File: config.mk
export PLATFORM = sky130hd
export DESIGN_NAME = utf8_code_point_encoder
export DESIGN_NICKNAME = d
export VERILOG_FILES = /design/src/hw/rtl/utf8e_pkg.sv /design/src/hw/rtl/utf8_code_point_encoder.sv /design/src/hw/rtl/utf8e_front.sv /design/src/hw/rtl/utf8e_queue.sv /design/src/hw/rtl/utf8e_back.sv
export SDC_FILE = /design/constraint.sdc
export NUM_CORES = 1
export LEC_CHECK = 0
export ABC_CLOCK_PERIOD_IN_PS = 3350
export BUFFER_PORTS_ARGS = -buffer_cell sky130_fd_sc_hd__buf_2
export CAP_MARGIN = 25
export CORE_MARGIN = 8
export CORE_UTILIZATION = 59
export CTS_CLUSTER_DIAMETER = 50
export DETAILED_ROUTE_END_ITERATION = 16
export GPL_ROUTABILITY_DRIVEN = 0
export PLACE_DENSITY = 0.77
export SLEW_MARGIN = 20
export SYNTH_ARGS = -nofsm -noshare
export SYNTH_HDL_FRONTEND = slang
export SYNTH_HIERARCHICAL = 1
export SYNTH_SLANG_ARGS = --single-unit
File: constraint.sdc
create_clock -name clk -period 3.35 [get_ports clk]
set_input_delay 0.67 -clock clk [delete_from_list [all_inputs] [get_ports clk]]
set_output_delay 0.67 -clock clk [all_outputs]
set_load 0.02 [all_outputs]
File: src/hw/rtl/utf8e_pkg.sv
`timescale 1ns / 1ps
// shared types, constants and helpers for the utf-8 code point encoder
package utf8e_pkg;

  localparam int CP_W        = 31;
  localparam int BYTE_W      = 8;
  localparam int LEN_W       = 3;
  localparam int QUEUE_DEPTH = 2;

  // sequence lengths in bytes
  localparam logic [LEN_W-1:0] LEN_1 = 3'd1;
  localparam logic [LEN_W-1:0] LEN_2 = 3'd2;
  localparam logic [LEN_W-1:0] LEN_3 = 3'd3;
  localparam logic [LEN_W-1:0] LEN_4 = 3'd4;
  localparam logic [LEN_W-1:0] LEN_5 = 3'd5;
  localparam logic [LEN_W-1:0] LEN_6 = 3'd6;

  // lead byte prefixes and continuation byte fields
  localparam logic [BYTE_W-1:0] LEAD_2    = 8'b11000000;
  localparam logic [BYTE_W-1:0] LEAD_3    = 8'b11100000;
  localparam logic [BYTE_W-1:0] LEAD_4    = 8'b11110000;
  localparam logic [BYTE_W-1:0] LEAD_5    = 8'b11111000;
  localparam logic [BYTE_W-1:0] LEAD_6    = 8'b11111100;
  localparam logic [BYTE_W-1:0] CONT_TAG  = 8'b10000000;
  localparam logic [BYTE_W-1:0] CONT_MASK = 8'b00111111;

  // one classified code point waiting for serialisation
  typedef struct packed {
    logic [CP_W-1:0]  cp;
    logic [LEN_W-1:0] len;
  } item_t;

  function automatic logic [LEN_W-1:0] seq_len(input logic [CP_W-1:0] cp);
    logic [LEN_W-1:0] n;
    if (cp <= 31'h7F)           n = LEN_1;
    else if (cp <= 31'h7FF)     n = LEN_2;
    else if (cp <= 31'hFFFF)    n = LEN_3;
    else if (cp <= 31'h1FFFFF)  n = LEN_4;
    else if (cp <= 31'h3FFFFFF) n = LEN_5;
    else                        n = LEN_6;
    return n;
  endfunction

endpackage

File: src/hw/rtl/utf8_code_point_encoder.sv
`timescale 1ns / 1ps
// top level of the utf-8 code point encoder
//
// input side is a queue: drive in_code_point and raise push; the transaction
// is taken at a clock edge where push is high and full is low. result side is
// a queue too: while empty is low, out_byte and out_last_byte hold the oldest
// byte, taken at a clock edge where pop is high.
// each code point gives 1 to 6 bytes, lead byte first; out_last_byte marks the
// final byte of the sequence.
// the lead byte passes through the queue, the serialiser and the output register
// to the result ports. the serialiser gives one byte per cycle while the output
// register is empty or popped, and loads the next code point with the last byte.
// a short queue between the classifying front end and the serialiser keeps
// input taken while a byte waits on the output register.
// if the receiver stalls, the output register holds its byte, the serialiser
// and the queue fill, and full rises. synchronous reset empties the queue and
// the output register; no clearing pass follows.
module utf8_code_point_encoder #(
  parameter int QUEUE_DEPTH = utf8e_pkg::QUEUE_DEPTH
) (
  input  logic                          clk,
  input  logic                          rst_n,
  input  logic                          push,
  output logic                          full,
  input  logic [utf8e_pkg::CP_W-1:0]    in_code_point,
  output logic                          empty,
  input  logic                          pop,
  output logic [utf8e_pkg::BYTE_W-1:0]  out_byte,
  output logic                          out_last_byte
);
  import utf8e_pkg::*;

  logic  q_full, q_push, q_valid, q_pop;
  item_t wr_item, rd_item;

  utf8e_front u_front (
    .push          (push),
    .in_code_point (in_code_point),
    .full          (full),
    .q_full        (q_full),
    .q_push        (q_push),
    .q_item        (wr_item)
  );

  utf8e_queue #(
    .DEPTH (QUEUE_DEPTH)
  ) u_queue (
    .clk     (clk),
    .rst_n   (rst_n),
    .wr_en   (q_push),
    .wr_item (wr_item),
    .q_full  (q_full),
    .rd_en   (q_pop),
    .rd_item (rd_item),
    .q_valid (q_valid)
  );

  utf8e_back u_back (
    .clk           (clk),
    .rst_n         (rst_n),
    .q_valid       (q_valid),
    .q_item        (rd_item),
    .q_pop         (q_pop),
    .pop           (pop),
    .empty         (empty),
    .out_byte      (out_byte),
    .out_last_byte (out_last_byte)
  );

endmodule

File: src/hw/rtl/utf8e_front.sv
`timescale 1ns / 1ps
// front end: accepts code points and tags each with its sequence length
module utf8e_front (
  input  logic                   push,
  input  logic [utf8e_pkg::CP_W-1:0] in_code_point,
  output logic                   full,
  input  logic                   q_full,
  output logic                   q_push,
  output utf8e_pkg::item_t       q_item
);
  import utf8e_pkg::*;

  assign full        = q_full;
  assign q_push      = push & ~q_full;
  assign q_item.cp   = in_code_point;
  assign q_item.len  = seq_len(in_code_point);

endmodule

File: src/hw/rtl/utf8e_queue.sv
`timescale 1ns / 1ps
// short queue of classified items between front and back
module utf8e_queue #(
  parameter int DEPTH = utf8e_pkg::QUEUE_DEPTH
) (
  input  logic              clk,
  input  logic              rst_n,
  input  logic              wr_en,
  input  utf8e_pkg::item_t  wr_item,
  output logic              q_full,
  input  logic              rd_en,
  output utf8e_pkg::item_t  rd_item,
  output logic              q_valid
);
  import utf8e_pkg::*;

  localparam int PW = $clog2(DEPTH);
  localparam int CW = $clog2(DEPTH + 1);
  localparam logic [PW-1:0] LAST_PTR = PW'(DEPTH - 1);

  item_t         mem [DEPTH];
  logic [PW-1:0] wr_ptr_r, wr_ptr_nxt;
  logic [PW-1:0] rd_ptr_r, rd_ptr_nxt;
  logic [CW-1:0] count_r, count_nxt;
  logic          do_wr, do_rd;

  assign q_full  = (count_r == CW'(DEPTH));
  assign q_valid = (count_r != '0);
  assign rd_item = mem[rd_ptr_r];
  assign do_wr   = wr_en & ~q_full;
  assign do_rd   = rd_en & q_valid;

  always_comb begin
    wr_ptr_nxt = wr_ptr_r;
    rd_ptr_nxt = rd_ptr_r;
    count_nxt  = count_r;
    if (do_wr) begin
      wr_ptr_nxt = (wr_ptr_r == LAST_PTR) ? '0 : wr_ptr_r + 1'b1;
    end
    if (do_rd) begin
      rd_ptr_nxt = (rd_ptr_r == LAST_PTR) ? '0 : rd_ptr_r + 1'b1;
    end
    if (do_wr && !do_rd) begin
      count_nxt = count_r + 1'b1;
    end else if (do_rd && !do_wr) begin
      count_nxt = count_r - 1'b1;
    end
  end

  always_ff @(posedge clk) begin
    if (!rst_n) begin
      wr_ptr_r <= '0;
      rd_ptr_r <= '0;
      count_r  <= '0;
    end else begin
      wr_ptr_r <= wr_ptr_nxt;
      rd_ptr_r <= rd_ptr_nxt;
      count_r  <= count_nxt;
    end
  end

  always_ff @(posedge clk) begin
    if (do_wr) begin
      mem[wr_ptr_r] <= wr_item;
    end
  end

  a_count_bound: assert property (@(posedge clk) disable iff (!rst_n)
    count_r <= CW'(DEPTH))
    else $error("queue count beyond depth");

endmodule

File: src/hw/rtl/utf8e_back.sv
`timescale 1ns / 1ps
// back end: turns items into output register bytes, one per cycle unless stalled
module utf8e_back (
  input  logic                           clk,
  input  logic                           rst_n,
  input  logic                           q_valid,
  input  utf8e_pkg::item_t               q_item,
  output logic                           q_pop,
  input  logic                           pop,
  output logic                           empty,
  output logic [utf8e_pkg::BYTE_W-1:0]   out_byte,
  output logic                           out_last_byte
);
  import utf8e_pkg::*;

  logic [CP_W-1:0]   cp_r, cp_nxt;
  logic [LEN_W-1:0]  len_r, len_nxt;
  logic [LEN_W-1:0]  rem_r, rem_nxt;
  logic              first_r, first_nxt;
  logic              busy_r, busy_nxt;
  logic              ovld_r, ovld_nxt;
  logic [BYTE_W-1:0] byte_r, byte_nxt;
  logic              last_r, last_nxt;
  logic              emit, load;
  logic [BYTE_W-1:0] cur_byte;
  logic [5:0]        cont_bits;

  assign emit  = busy_r & (~ovld_r | pop);
  assign load  = q_valid & (~busy_r | (emit & (rem_r == '0)));
  assign q_pop = load;

  // six payload bits of the continuation byte at the remaining position
  always_comb begin
    case (rem_r)
      3'd0:    cont_bits = cp_r[5:0];
      3'd1:    cont_bits = cp_r[11:6];
      3'd2:    cont_bits = cp_r[17:12];
      3'd3:    cont_bits = cp_r[23:18];
      3'd4:    cont_bits = cp_r[29:24];
      default: cont_bits = {5'b0, cp_r[30]};
    endcase
  end

  always_comb begin
    if (first_r) begin
      case (len_r)
        LEN_1:   cur_byte = {1'b0, cp_r[6:0]};
        LEN_2:   cur_byte = LEAD_2 | {3'b0, cp_r[10:6]};
        LEN_3:   cur_byte = LEAD_3 | {4'b0, cp_r[15:12]};
        LEN_4:   cur_byte = LEAD_4 | {5'b0, cp_r[20:18]};
        LEN_5:   cur_byte = LEAD_5 | {6'b0, cp_r[25:24]};
        default: cur_byte = LEAD_6 | {7'b0, cp_r[30]};
      endcase
    end else begin
      cur_byte = CONT_TAG | ({2'b0, cont_bits} & CONT_MASK);
    end
  end

  always_comb begin
    cp_nxt    = cp_r;
    len_nxt   = len_r;
    rem_nxt   = rem_r;
    first_nxt = first_r;
    busy_nxt  = busy_r;
    ovld_nxt  = ovld_r;
    byte_nxt  = byte_r;
    last_nxt  = last_r;
    if (ovld_r && pop) begin
      ovld_nxt = 1'b0;
    end
    if (emit) begin
      ovld_nxt  = 1'b1;
      byte_nxt  = cur_byte;
      last_nxt  = (rem_r == '0);
      first_nxt = 1'b0;
      rem_nxt   = rem_r - 1'b1;
      if (rem_r == '0) begin
        busy_nxt = 1'b0;
      end
    end
    if (load) begin
      busy_nxt  = 1'b1;
      cp_nxt    = q_item.cp;
      len_nxt   = q_item.len;
      rem_nxt   = q_item.len - 1'b1;
      first_nxt = 1'b1;
    end
  end

  always_ff @(posedge clk) begin
    if (!rst_n) begin
      busy_r <= 1'b0;
      ovld_r <= 1'b0;
    end else begin
      busy_r <= busy_nxt;
      ovld_r <= ovld_nxt;
    end
  end

  always_ff @(posedge clk) begin
    cp_r    <= cp_nxt;
    len_r   <= len_nxt;
    rem_r   <= rem_nxt;
    first_r <= first_nxt;
    byte_r  <= byte_nxt;
    last_r  <= last_nxt;
  end

  assign empty         = ~ovld_r;
  assign out_byte      = byte_r;
  assign out_last_byte = last_r;

  // lead byte always comes with the full count still to go
  a_lead_rem: assert property (@(posedge clk) disable iff (!rst_n)
    (busy_r && first_r) |-> (rem_r == len_r - 1'b1))
    else $error("lead byte with wrong remaining count");

  a_len_range: assert property (@(posedge clk) disable iff (!rst_n)
    busy_r |-> (len_r >= LEN_1 && len_r <= LEN_6 && rem_r < len_r))
    else $error("sequence length out of range");

  a_last_flag: assert property (@(posedge clk) disable iff (!rst_n)
    emit |=> (ovld_r && (last_r == $past(rem_r == '0))))
    else $error("last-byte flag does not match sequence position");

endmodule
==> summary.txt <==
Min Clock Period, post-route -> 2.465 ns
CTS tree -> yes
Clock Sink Count -> 122
final max-slew violation count -> 0
required time at the worst-slack endpoint -> 3.79 ns
share of layout cells above drive strength 1 -> 0.3504
number of enable flip-flop cells after synthesis -> 114
Synthesized Nets -> 374
most used routing layer in global routing -> met2
Ys Warns -> 6
reg-to-reg startpoint -> u_back/rem_r[0]
max-cap viol count -> 0
Synth Instances -> 332
drt wl/cell -> 18.64 um
critical hold path startpoint -> in_code_point[3]
number of diodes added for antenna fixing -> 0
cell depth of the worst min-delay path -> 1
clock slew at reported path FFs -> 0.06 ns
leakage power total -> 2.077 nW
standard-cell row count -> 34
clock latency reported for the late side of the worst-skew pair -> 0.51 ns
end of the worst hold path -> u_queue/mem[1][6]
startpoint class of the critical path -> register
measured slew at the worst slew-check pin -> 0.7124 ns
DRT iter0 DRCs -> 166
global route total overflow -> 0
unrepaired setup endpoints after global routing -> no
outcome -> complete, no violations
sum of routed wire length over all layers -> 8929 um
Synth Cell Area -> 5243 um^2
crit path cell chain -> inv_1 > ha_1 > inv_2 > o31ai_2 > nand2_2 > inv_1 > o21ai_1 > ha_1 > or3_1 > a21boi_1
detailed placement HPWL -> 5850 um
number of buffers added on ports -> 45
total clock buffers created by CTS -> 17
maximum ir drop on the vdd rail -> 409.6 uV
highest clock frequency the design can meet -> 0.4057 GHz
count of TritonRoute iterations in the first routing pass -> 5
count of hold-fix buffers inserted at cts -> 0
Inst Count DP -> 447
Antenna Violating Nets Remaining -> 0
mean post-synth cell area -> 15.79 um^2
most instantiated flip-flop cell in the synthesis netlist -> sky130_fd_sc_hd__edfxtp_1
depth of the CTS H-tree -> 4
buffers inserted by post-CTS timing repair -> 0
Non-Filler Instances -> 479
Seq/Total Area, Yosys -> 0.6835
number of distinct standard cells referenced by the synthesized netlist -> 51
HP Class -> in2reg
height of the die -> 110.3 um
routed via count -> 2742
endpoint type of the worst setup path -> register
commonest cells after routing, fill and taps aside -> sky130_fd_sc_hd__edfxtp_1, sky130_fd_sc_hd__buf_2, sky130_fd_sc_hd__mux2_2, sky130_fd_sc_hd__clkbuf_16, sky130_fd_sc_hd__mux2i_1
number of cells upsized or downsized after cts -> 0
vias per std cell -> 5.724
Rel. slew slack -> 0.5251
via count of the first global-routing pass -> 2846
starting density of the core -> 0.6041
Setup Total Neg Slack -> 0 ns
Setup violations, final -> 0
register bit total from synthesis -> 122
area of the core -> 8678 um^2
DRC errors left -> 0
Clock Tree Buf Depth -> 2
r2r endpoint -> u_queue/count_r[1]
antenna violations before repair -> 0
number of nets in the finished design -> 400
die width -> 110.3 um
cell with the biggest individual delay on the critical path -> sky130_fd_sc_hd__edfxtp_1
logic depth of the worst register-to-register path -> 10
global-route wire length before repair -> 14130 um
Final Cycle Share -> 0.7358
largest fanout of any net on the critical path -> 9
fraction of registers with async set or reset after synthesis -> 0
met3 GRT Util -> 0.04826
Overall Power -> 5.434 mW
Worst path max stage delay -> 0.45 ns
met2 GRT Util -> 0.2609
CP arrival -> 2.90 ns
Final Skew -> 0.004280 ns
number of failing hold endpoints at the final stage -> 0
All-Layer GR Usage -> 0.1574
cell chosen for the clock root -> sky130_fd_sc_hd__clkbuf_8
Die ar. -> 12160 um^2
maximum number of pins on one net before global-route repair -> 36
end-of-flow core utilization -> 0.6727
setup slack of the worst register-to-register path -> 0.88 ns
PD cells -> 930.8 nW/um^2
type of the worst setup path -> reg2reg
met1 Resource Use GR -> 0.1873
layout overhead on the synthesized area -> 11.36%
most frequent standard cell in the layout excluding fill and tap cells -> sky130_fd_sc_hd__edfxtp_1
count of boundary I/O pins -> 46
Yosys cell counts (3+ instances only):
master	count	share of area
sky130_fd_sc_hd__nor2_1	11	0.0079
sky130_fd_sc_hd__buf_6	3	0.0064
sky130_fd_sc_hd__mux2_2	35	0.075
sky130_fd_sc_hd__nor3_1	4	0.0038
sky130_fd_sc_hd__o21ai_0	6	0.0057
sky130_fd_sc_hd__mux2i_1	13	0.025
sky130_fd_sc_hd__dfxtp_1	8	0.031
sky130_fd_sc_hd__a222oi_1	6	0.011
sky130_fd_sc_hd__xnor2_1	4	0.0067
sky130_fd_sc_hd__nand3_1	3	0.0029
sky130_fd_sc_hd__inv_1	12	0.0086
sky130_fd_sc_hd__and2_1	3	0.0036
sky130_fd_sc_hd__ha_1	7	0.017
sky130_fd_sc_hd__edfxtp_1	114	0.65
sky130_fd_sc_hd__nand2b_1	4	0.0048
sky130_fd_sc_hd__a21oi_1	4	0.0038
sky130_fd_sc_hd__o22ai_1	6	0.0072
sky130_fd_sc_hd__buf_4	36	0.052
sky130_fd_sc_hd__nand2_1	7	0.0050
sky130_fd_sc_hd__nor2b_1	4	0.0048
registers in the layout, indices dropped and copies added, names as in the netlist, named ones only:
name and count:
u_back/ovld_r 1, u_back/out_last_byte 1, u_queue/rd_ptr_r 1, u_queue/wr_ptr_r 1, u_back/busy_r 1, u_back/first_r 1, u_queue/mem 68, u_back/rem_r 3
u_back/out_byte 8, u_back/cp_r 31, u_queue/count_r 2, u_back/len_r 3
worst max-delay path by stage:
| stage | depth (start not counted) | from | endpoint | slack, ns |
|---|---|---|---|---|
| floorplan | 10 | u_back/rem_r[0] | u_queue/count_r[1] | 0.33 |
| global placement | 10 | u_back/rem_r[0] | u_queue/count_r[1] | 1.08 |
| detailed placement | 10 | u_back/rem_r[0] | u_queue/count_r[1] | 0.94 |
| CTS | 10 | u_back/rem_r[0] | u_queue/count_r[1] | 0.88 |
| global route | 10 | u_back/rem_r[0] | u_queue/count_r[1] | 0.74 |
| finish | 10 | u_back/rem_r[0] | u_queue/count_r[1] | 0.88 |
power by group:
group	internal [mW]	switching, mW
sequential	2.26	0.288
clock	0.900	0.639
combinational	0.573	0.775
total	3.73	1.70
cells by family (layout without fill, tap and decap cells):
family          Yosys count  in the layout  share of synthesized area
flops                   122            122                     0.6835
buf+inv                  56             95                    0.07064
simple gates             51             51                    0.05609
mux                      49             49                     0.1021
compound gates           42             42                    0.06253
fa+ha+maj                 7              7                    0.01671
xor+xnor                  5              5                   0.008353
stage by stage:
stage,instance area [um^2],worst slack (ns),hold WS [ns]
after floorplan,5243,0.3316,0.4757
after global placement,5321,1.083,0.4963
after detailed placement,5321,0.9435,0.5035
after CTS,5838,0.8815,0.3227
after global routing,5838,0.7413,0.3307
final,5838,0.8850,0.3492
routing by layer:
metal / vias to the layer above / share of wire
met4: 0 / 0.016
met3: 12 / 0.050
met1: 1358 / 0.42
li1: 1288 / -
met2: 84 / 0.51
met5: - / 0
layout make-up:
type | count | area (um^2)
Tap cell | 108 | 135.1
Clock buffer | 17 | 414.1
Fill cell | 610 | 2840
Inverter | 14 | 52.55
Clock inverter | 15 | 102.6
Timing Repair Buffer | 49 | 255.2
Sequential cell | 122 | 3583
Multi-Input combinational cell | 154 | 1295
critical path: cells and delay by family, from the launching register on:
family          cells  cell delay [ns]
fa+ha+maj           2             0.53
compound gates      3             0.57
flops               1             0.45
buf+inv             3             0.34
simple gates        2             0.52
(Power assumes the default switching activity.)
